==> src/rtl/core/bbat_pkg.sv <==
// ----------------------------------------------------------------------------
// bbat_pkg
// Shared types and constants for the box affine transform core.
// ----------------------------------------------------------------------------
package bbat_pkg;

  localparam int COEF_BITS = 21;
  localparam int CRD_BITS  = 32;
  localparam int EXT_BITS  = CRD_BITS + 1;     // corner coordinates, exact
  localparam int ROW_BITS  = 3 * COEF_BITS;    // 63

  // Register map, index = paddr / 8
  typedef enum logic [2:0] {
    REG_ROW_X   = 3'd0,
    REG_ROW_Y   = 3'd1,
    REG_ROW_Z   = 3'd2,
    REG_SHIFT_X = 3'd3,
    REG_SHIFT_Y = 3'd4,
    REG_SHIFT_Z = 3'd5
  } reg_idx_t;

  // Box as low and high corner per axis
  typedef struct packed {
    logic [2:0][EXT_BITS-1:0] lo;
    logic [2:0][EXT_BITS-1:0] hi;
  } box_t;

  // Live configuration seen by the back end
  typedef struct packed {
    logic [2:0][ROW_BITS-1:0] rows;
    logic [2:0][CRD_BITS-1:0] shifts;
  } cfg_t;

endpackage

==> src/rtl/core/bbat_front.sv <==
// ----------------------------------------------------------------------------
// bbat_front
// Takes a box request and forms the low and high corner on each axis.
// ----------------------------------------------------------------------------
module bbat_front
  import bbat_pkg::*;
(
  input  logic                  s_axis_tvalid,
  output logic                  s_axis_tready,
  input  logic [6*CRD_BITS-1:0] s_axis_tdata,  // center_x/y/z, half_x/y/z
  output logic                  push,
  output box_t                  push_box,
  input  logic                  q_full
);

  logic signed [EXT_BITS-1:0] ctr [3];
  logic signed [EXT_BITS-1:0] hlf [3];

  assign s_axis_tready = !q_full;
  assign push          = s_axis_tvalid && !q_full;

  // center +- half at 33 bits, no clipping
  always_comb begin
    for (int r = 0; r < 3; r++) begin
      ctr[r] = EXT_BITS'($signed(s_axis_tdata[r*CRD_BITS +: CRD_BITS]));
      hlf[r] = EXT_BITS'($signed(s_axis_tdata[(r+3)*CRD_BITS +: CRD_BITS]));
      push_box.lo[r] = ctr[r] - hlf[r];
      push_box.hi[r] = ctr[r] + hlf[r];
    end
  end

endmodule

==> config.mk <==
export PLATFORM = sky130hd
export DESIGN_NAME = bbat_front
export DESIGN_NICKNAME = d
export VERILOG_FILES = /design/src/rtl/core/bbat_pkg.sv /design/src/rtl/core/bbat_front.sv
export SDC_FILE = /design/constraint.sdc
export NUM_CORES = 1
export LEC_CHECK = 0
export ABC_AREA = 1
export BUFFER_PORTS_ARGS = -buffer_cell sky130_fd_sc_hd__buf_2
export CAP_MARGIN = 0
export CORE_UTILIZATION = 55
export DETAILED_ROUTE_END_ITERATION = 7
export PLACE_DENSITY_LB_ADDON = 0.05
export SYNTH_ARGS = -nofsm -noshare
export SYNTH_HDL_FRONTEND = slang
export SYNTH_SLANG_ARGS = --single-unit
==> constraint.sdc <==
create_clock -name vclk -period 3.8
set_input_delay 0.57 -clock vclk [all_inputs]
set_output_delay 0.57 -clock vclk [all_outputs]
set_load 0.1 [all_outputs]
# Word-level counts from Yosys, hierarchy flattened
# Index checks and enable logic that the tools add are counted.
dict set report totals {
  register_bits 0
  output_inout_bits 200
}
dict set report op_classes {
  add_sub_neg 6
  reduce_logical 2
}
# operator count
set ops {}
lappend ops {{adder 32 x 32 -> 33 bit} 3}
lappend ops {{subtractor 32 x 32 -> 33 bit} 3}
lappend ops {{logical AND 1 bit} 1}
lappend ops {{logical NOT 1 bit} 1}

# Logic depth before layout (Yosys ltp)
dict set report logic_depth {
  ltp_word 2
  ltp_mapped 14
}

# Worst setup path after synthesis
# OpenSTA, ideal clock, no wires.
dict set report synth_timing {
  path_type {input -> output}
  start {input port s_axis_tdata[64]}
  end {output port push_box[181] (netlist bit)}
  t_arrival_ns 3.089
  t_required_ns 3.230
  setup_slack_ns 0.141
  cell_stages 9
  n_path_buf 0
  path_cell_list {inv_1 -> ha_1 -> fa_1 -> nor2_1 -> o21ai_1 -> nand2_2 -> nand2_1 -> nand2_2 -> xor2_1}
}
# element line_no
set synth_lines {}
lappend synth_lines {{start: declaration} bbat_front.sv:10} ;# input logic [6*CRD_BITS-1:0] s_axis_tdata,
lappend synth_lines {{end: declaration} bbat_front.sv:12} ;# output box_t push_box,

==> impl_metrics.csv <==
group,metric,value,unit
global_route,grt_first_pass_wirelength,86120,um
floorplan,rows,61,
layout,nets,3874,
floorplan,dieHeight,171.1,um
timing,slew-limit-headroom,0.6232,
status,outcome,"finished, final reports clean",
timing,worst_slew_pin_slew,0.5652,ns
pwr,p_leak,12.02,nW
timing,drv_slew,0,
timing,finalHoldViolations,0,
place,dp_hpwl,49350,um
timing,fmax,294.2,MHz
floorplan,die_w,171.1,um
drt,wl_per_cell,14.39,um
floorplan,coreArea,27930,um^2
worst_hold_path,hold_start,"q_full",
timing,period_share,0.8946,
critical_path,startpoint,"s_axis_tdata[0]",
clocking,cts_hold_buf,0,
global_route,grt_max_degree,10,
critical_path,end_kind,"output port",
worst_hold_path,hold_path.class,"input port to output port",
global_route,grt_pass1_vias,17883,
drt,drt_first_pass_iters,8,
yosys,synthCells,3172,
clocking,cts_resized,0,
yosys,yosysSeqAreaShare,0,
timing,tns,0,ns
layout,area_delta_synth_final,11.31,%
critical_path,path_class,"input port to output port",
critical_path,start_kind,"input port",
yosys,avgSynthCellArea,4.961,um^2
pwr,ir_drop,0.0004049,V
place,io_buffer_count,394,
yosys,yosysUniqueCellTypes,32,
flow_run,cap_violations,0,
yosys,syn_area,15740,um^2
timing,min_period,3.399,ns
global_route,overflow,0,
drt,post-route-drc-count,0,
floorplan,boundaryPins,394,
drt,wl,55640,um
pwr,power.density,350.6,nW/um^2
yosys,syn_nets,3564,
floorplan,die-area,29290,um^2
layout,seqCellArea,0,um^2
floorplan,initial_core_util,0.5633,
layout,drive_gt1_frac,0.1681,
layout,final_core_util,0.6270,
global_route,grtUsageTotal,0.3679,
clocking,post_cts_buffers,0,
critical_path,arrival,2.83,ns
layout,clkbuf_count,0,
critical_path,path_max_fanout,3,
drt,detail-route-antenna-nets,0,
place,place_ws,0.4503,ns
layout,seq_cells,0,
timing,setup_ws,0.4005,ns
global_route,antenna_found_initial,11,
drt,drt_iter0_markers,1516,
timing,holdWs,1.534,ns
yosys,yosys_warnings,0,
critical_path,required,3.23,ns
drt,vias,19425,
timing,grt_setup_unrepaired,"false",
timing,setup_viol,0,
pwr,total_power,6.142,mW
place,gp_congestion,1.026,
drt,viasPerCell,5.022,
[cell usage in the layout, fill, tap and decap left out]
master,netlist,final
clkinv_1,6,6
nor3_2,12,12
xnor2_1,11,11
inv_1,736,736
nor2_2,53,53
ha_1,192,192
nand2_1,1228,1228
buf_4,49,3
xor2_1,85,85
o21ai_0,21,21
buf_2,16,394
nor2_8,1,1
fa_1,6,6
and2_1,10,10
inv_2,33,33
o21ai_2,1,1
nor3_1,21,21
a21oi_1,121,121
nand3_2,22,22
nor2_4,13,13
a21oi_2,5,5
nor2_1,260,260
inv_4,1,1
nand2_4,1,1
o21ai_1,5,5
o21bai_1,23,23
o21bai_2,1,1
nand4_1,30,30
nand3_1,140,140
diode_2,0,10
nand2_2,45,45
[logic make-up after synthesis]
group | count (synthesis) | synth area share
xor+xnor | 96 | 0.05343
simple gates | 1836 | 0.4940
buf+inv | 865 | 0.2305
compound gates | 177 | 0.06178
fa+ha+maj | 198 | 0.1603
[stage by stage]
step           instances  cell area (um^2)
6_report            3868             17520
5_1_grt             3863             17500
4_1_cts             3858             17490
3_5_place_dp        3858             17490
3_3_place_gp        3858             17490
2_1_floorplan       3172             15740
[critical path: stages]
cell,delay (ns)
buf_2,0.13
inv_1,0.05
ha_1,0.29
fa_1,0.45
nor2_1,0.18
o21ai_1,0.08
nand2_1,0.13
nand2_1,0.08
nand2_2,0.15
nand2_1,0.09
nand2_1,0.07
nand2_1,0.04
nand2_1,0.08
buf_2,0.43
[power breakdown]
part	switching (mW)	total, mW	internal, mW
sequential	0	0	0
combinational	5.04	6.14	1.10
clock	0	0.000000353	0.000000353
[routing by layer]
layer / GRT usage / routed length (um) / part of all wire / vias to the layer above
met5: 0 / 23 / 0.00041 / -
met4: 0.1716 / 2741 / 0.049 / 4
met3: 0.05251 / 4411 / 0.079 / 164
met2: 0.6729 / 26510 / 0.48 / 811
met1: 0.4172 / 21950 / 0.39 / 8529
li1: - / - / - / 9917
[synth_stat cells, drive strengths merged]
| cell type | number | area (um^2) |
|---|---|---|
| fa | 6 | 120.1 |
| o21ai | 27 | 138.9 |
| xnor2 | 11 | 96.34 |
| clkbuf | 1 | 5.000 |
| a21oi | 126 | 649.4 |
| nand4 | 30 | 187.7 |
| ha | 192 | 2402 |
| nand2 | 1274 | 4902 |
| xor2 | 85 | 744.5 |
| and2 | 10 | 62.56 |
| nand3 | 162 | 920.9 |
| inv | 770 | 2893 |
| nor3 | 33 | 225.2 |
| clkinv | 6 | 22.52 |
| buf | 88 | 706.9 |
| o21bai | 24 | 183.9 |
| nor2 | 327 | 1474 |
[layout make-up]
cell class / instances / area (um^2)
diodes: 10 / 25.02
multi-input cells: 2307 / 12110
repair buffers: 397 / 1994
inverters: 776 / 2915
well taps: 378 / 473.0
fillers: 3004 / 10420
[final timing paths]
check,endpoint,cells past startpoint
worst max-delay path,push_box[131],14
worst min-delay path,s_axis_tready,3
No activity file was read; power rests on OpenSTA's default activity.
