### src/rtl/core/bbat_pkg.sv
// ----------------------------------------------------------------------------
// bbat_pkg
// Shared types and constants for the box affine transform core.
// ----------------------------------------------------------------------------
package bbat_pkg;

  localparam int COEF_BITS = 21;
  localparam int CRD_BITS  = 32;
  localparam int EXT_BITS  = CRD_BITS + 1;     // corner coordinates, exact
  localparam int ROW_BITS  = 3 * COEF_BITS;    // 63

  // Register map, index = paddr / 8
  typedef enum logic [2:0] {
    REG_ROW_X   = 3'd0,
    REG_ROW_Y   = 3'd1,
    REG_ROW_Z   = 3'd2,
    REG_SHIFT_X = 3'd3,
    REG_SHIFT_Y = 3'd4,
    REG_SHIFT_Z = 3'd5
  } reg_idx_t;

  // Box as low and high corner per axis
  typedef struct packed {
    logic [2:0][EXT_BITS-1:0] lo;
    logic [2:0][EXT_BITS-1:0] hi;
  } box_t;

  // Live configuration seen by the back end
  typedef struct packed {
    logic [2:0][ROW_BITS-1:0] rows;
    logic [2:0][CRD_BITS-1:0] shifts;
  } cfg_t;

endpackage

### src/rtl/core/bbat_queue.sv
// ----------------------------------------------------------------------------
// bbat_queue
// Two-entry queue between front and back end.
// ----------------------------------------------------------------------------
module bbat_queue
  import bbat_pkg::*;
(
  input  logic clk,
  input  logic rst,
  input  logic push,
  input  box_t push_box,
  output logic full,
  input  logic pop,
  output logic q_valid,
  output box_t head
);

  logic [1:0] count;
  box_t       slot1;

  assign full    = (count == 2'd2);
  assign q_valid = (count != 2'd0);

  always_ff @(posedge clk) begin
    if (rst) begin
      count <= 2'd0;
    end else begin
      count <= count + {1'b0, push} - {1'b0, pop};
    end
  end

  always_ff @(posedge clk) begin
    if (pop) begin
      if (count == 2'd2) begin
        head <= slot1;
        if (push) slot1 <= push_box;
      end else if (push) begin
        head <= push_box;
      end
    end else if (push) begin
      if (count == 2'd0) head <= push_box;
      else slot1 <= push_box;
    end
  end

endmodule

### config.mk
export PLATFORM = sky130hd
export DESIGN_NAME = bbat_queue
export DESIGN_NICKNAME = d
export VERILOG_FILES = /design/src/rtl/core/bbat_pkg.sv /design/src/rtl/core/bbat_queue.sv
export SDC_FILE = /design/constraint.sdc
export NUM_CORES = 1
export LEC_CHECK = 0
export BUFFER_PORTS_ARGS = -buffer_cell sky130_fd_sc_hd__buf_2
export CAP_MARGIN = 20
export CORE_AREA = 3 3 167 169
export CTS_CLUSTER_DIAMETER = 30
export DETAILED_ROUTE_END_ITERATION = 10
export DIE_AREA = 0 0 170 172
export PLACE_DENSITY = 0.89
export SLEW_MARGIN = 30
export SYNTH_ARGS = -nofsm -noshare
export SYNTH_HDL_FRONTEND = slang
export SYNTH_SLANG_ARGS = --single-unit
export TNS_END_PERCENT = 100
### constraint.sdc
create_clock -name clk -period 39.6 [get_ports clk]
set_clock_uncertainty 0.2 [all_clocks]
set_input_delay 7.92 -clock clk [delete_from_list [all_inputs] [get_ports clk]]
set_output_delay 7.92 -clock clk [all_outputs]
set_load 0.1 [all_outputs]
# After elaboration in Yosys (flattened, before gate mapping)

Cells that the tools add are included.

Input bits: 202
Output and inout port bits: 200
Word-level logic and storage cells: 35
Register bits after elaboration: 398

$add $sub $neg: 2
Eq/ne operators: 4
Muxes and demuxes: 9
Reductions and logical operators: 7

Operator list:

| kind                 | count |
|---|---|
| $mux W198            | 9 |
| $reduce_bool A2 Y1   | 4 |
| $ne A2 B2 Y1 const B | 3 |
| $reduce_and A4 Y1    | 1 |
| $reduce_and A3 Y1    | 1 |
| $add A2 B1 Y2        | 1 |
| $eq A2 B2 Y1 const B | 1 |
| $logic_not A2 Y1     | 1 |
| $sub A2 B1 Y2        | 1 |

# Depth between registers and ports, before layout

Depth in word-level cells: 4
Depth in mapped cells: 7
Depth with buffers taken out: 7

# Worst setup path after synthesis

Ideal clock, no wire load.

Path kind: input to register
Start point: in push
End point: reg head[0] in the netlist's numbering (enable)
Setup time: 1.033 ns
Arrival: 21.740 ns
Path slack: 16.627 ns
Path buffers: 0
Stages: 2
Cells stage by stage: inv_1 > o21ai_0

Cells in the longest elaborated chain, start to end: 2
Elaborated cells on any way between the ends: 3
Classes of those cells: reduce/logical (3)

RTL lines:

| what                            | line             | text |
|---|---|---|
| from (decl)                     | bbat_queue.sv:10 | `input logic push,` |
| $reduce_bool A2 Y1 (no line)    | -                |  |
| $reduce_and A3 Y1 (no line) (*) | -                |  |
| to (signal assigned)            | bbat_queue.sv:35 | `head <= slot1;` |
| to (signal assigned)            | bbat_queue.sv:38 | `head <= push_box;` |
| to (signal assigned)            | bbat_queue.sv:41 | `if (count == 2'd0) head <= push_box;` |
| to (decl)                       | bbat_queue.sv:15 | `output box_t head` |

Every way passes the cells marked *; elsewhere a longest branch is shown, timed or not.
A chain may end at the register's enable or synchronous reset.

# Worst setup path after layout

Start point: in push
End point: reg head[121] in the netlist's numbering (enable)

Same word-level chain as after synthesis.

==> impl_metrics.ini <==
[clock_tree]
post_cts_resized = 0
cts-hold-fix-buffers = 0
cts_buffer_depth = 3
clk_latency_ns = 0.54
cts_buffers = 70
cts_tree = built
post_cts_buffers = 0
root_buffer = clkbuf_16
cts_sinks = 398
clk_pin_slew_worst_paths_ns = 0.04
htreeDepth = 3

[min_path]
min_path_type = register to register

[global_routing]
grt_util_all_layers_pct = 21.1
grt_max_degree = 84
antenna_found_initial = 7
grt_pass1_vias = 8197
grt-ovfl-total = 0
grt_pass1_wl_mm = 47.1

[yosys]
synthesis.nets = 838
yosys-top-cells-area = edfxtp_1, mux2_4, mux2_2, buf_6, dfxtp_1
ys_seq_area_share_pct = 80.4
synth_area_per_cell_um2 = 23.4
netlist_instances = 634
synth_area_um2 = 14800
synth_top_cell_area_share_pct = 80.1
synth-seq-cells = 398
yosys.area.top_type = edfxtp_1
synth_warnings = 0
ys_types = 18

[place]
portBuffers = 401
gp_congestion = 0.784
hpwl_mm = 20.8

[critical_path]
cp_slowest_cell = buf_4
cp-end-kind = register
critical-path-max-stage-delay_ns = 0.80
cp_cell_sequence = buf_2, inv_1, o21ai_4, buf_4, buf_4
cp-start-kind = input pin
crit_required_ns = 39.55
cp_max_fo = 66
path_delay_family = buffers and inverters
critPathMostFrequentCell = buf_4
crit_buf_inv = 4
arrival_ns = 10.15
critical_path_class = input pin to register

[detailed_routing]
drc = 0
detail_route.wl_per_cell_um = 21.5
routed_via_density = 5.17
totalWireLength_mm = 32.1
postRouteAntennaNets = 0
detail_route.first_pass.iterations = 4
drt-initial-drc-count = 623
num_vias = 7727

[status]
status = complete, no violations

[timing]
slew_viol_final = 0
relSlewSlack_pct = 32.9
post-route-min-period_ns = 10.19
setup-tns-final_ns = 0
timing.hold.ws_ns = 0.337
finalSetupViolations = 0
worst_slew_pin_slew_ns = 1.01
finalHoldViolCount = 0
max_freq_ghz = 0.0981
rsz0062_at_grt = false
fin_crit_sh_pct = 25.7

[floorplan]
initial_core_util_pct = 55.5
rows = 60
core_um2 = 26700
die_h_um = 172
die_w_um = 170
die-area_um2 = 29200
io_pins = 402

[power_and_ir_drop]
peakVddDrop_mv = 0.0583
p_per_area_nw_per_um2 = 75.9
p_leak_nw = 7.97

[layout]
post-route-util_pct = 73.3
final_cell_mix = buf_2, edfxtp_1, mux2_4, mux2_2, clkbuf_16
final_layout_size_suffix_gt1_share_pct = 63.2
mostFrequentLayoutCell = buf_2
syn_to_final_growth_pct = 32.0
nets = 1297

[flow_run]
maxCapViolCount = 0
==> where the power goes <==
group          internal (W)  total [W]  switching (W)
clock              0.000392   0.000601       0.000210
sequential         0.000530   0.000543      0.0000134
combinational     0.0000580   0.000342       0.000284
==> synth_stat cells <==
cell type,count
ha_1,2
nand2_2,1
mux2_2,98
or2_2,1
nor2_1,2
and2b_1,1
o21ai_0,2
buf_2,7
and2_1,1
buf_6,14
xor2_1,1
o21a_1,1
inv_1,3
nor3_1,1
nor2b_1,1
mux2_4,100
edfxtp_1,396
dfxtp_1,2
==> final timing paths <==
check	start	end	slack [ns]	cells after the start
worst max-delay path	push	head[121]$_DFFE_PP_	29.41	5
worst min-delay path	slot1[167]$_DFFE_PP_	head[167]$_DFFE_PP_	0.34	1
worst max register to register	count[1]$_SDFF_PP0_	head[121]$_DFFE_PP_	36.32	4
worst min register to register	slot1[167]$_DFFE_PP_	head[167]$_DFFE_PP_	0.34	1
==> area by class of cell <==
class	instances	area, um2
Sequential cell	398	11900
Fill cell	1521	7140
Multi-Input combinational cell	212	2730
Timing Repair Buffer	408	2070
Clock buffer	73	1780
Clock inverter	54	621
Tap cell	341	427
Antenna cell	5	12.5
Inverter	3	11.3
==> layer usage <==
layer | vias to the layer above | wire length [um] | global-route usage [%]
met4 | 6 | 1050 | 9.07
li1 | 3489 | - | -
met2 | 369 | 16300 | 35.5
met1 | 3782 | 11800 | 24.8
met3 | 81 | 2910 | 7.66
met5 | - | 41 | 0
==> flip-flops by register name, indices dropped and copies added (netlist names) <==
register / count
slot1: 198
count: 2
head: 198
==> per-stage QoR <==
| stage | power, W | setup slack (ns) | instances | area [um2] |
|---|---|---|---|---|
| after global placement | 0.000887 | 28.86 | 1362 | 17200 |
| after floorplan | 0.000854 | 16.63 | 634 | 14800 |
| after CTS | 0.00150 | 29.39 | 1489 | 19600 |
| after detailed placement | 0.000893 | 28.82 | 1362 | 17200 |
| final | 0.00149 | 29.41 | 1494 | 19600 |
| after global routing | 0.00153 | 29.23 | 1493 | 19600 |
==> cell families (layout without fill, tap and decap cells) <==
family	Yosys count	count (layout)	synth area share, %
other cells	0	5	0
fa+ha+maj	2	2	0.169
xor+xnor	1	1	0.0590
buf+inv	24	538	1.37
simple gates	8	8	0.304
compound gates	3	3	0.118
mux	198	198	17.6
flops	398	398	80.4
No activity file was read; power rests on OpenSTA's default activity.
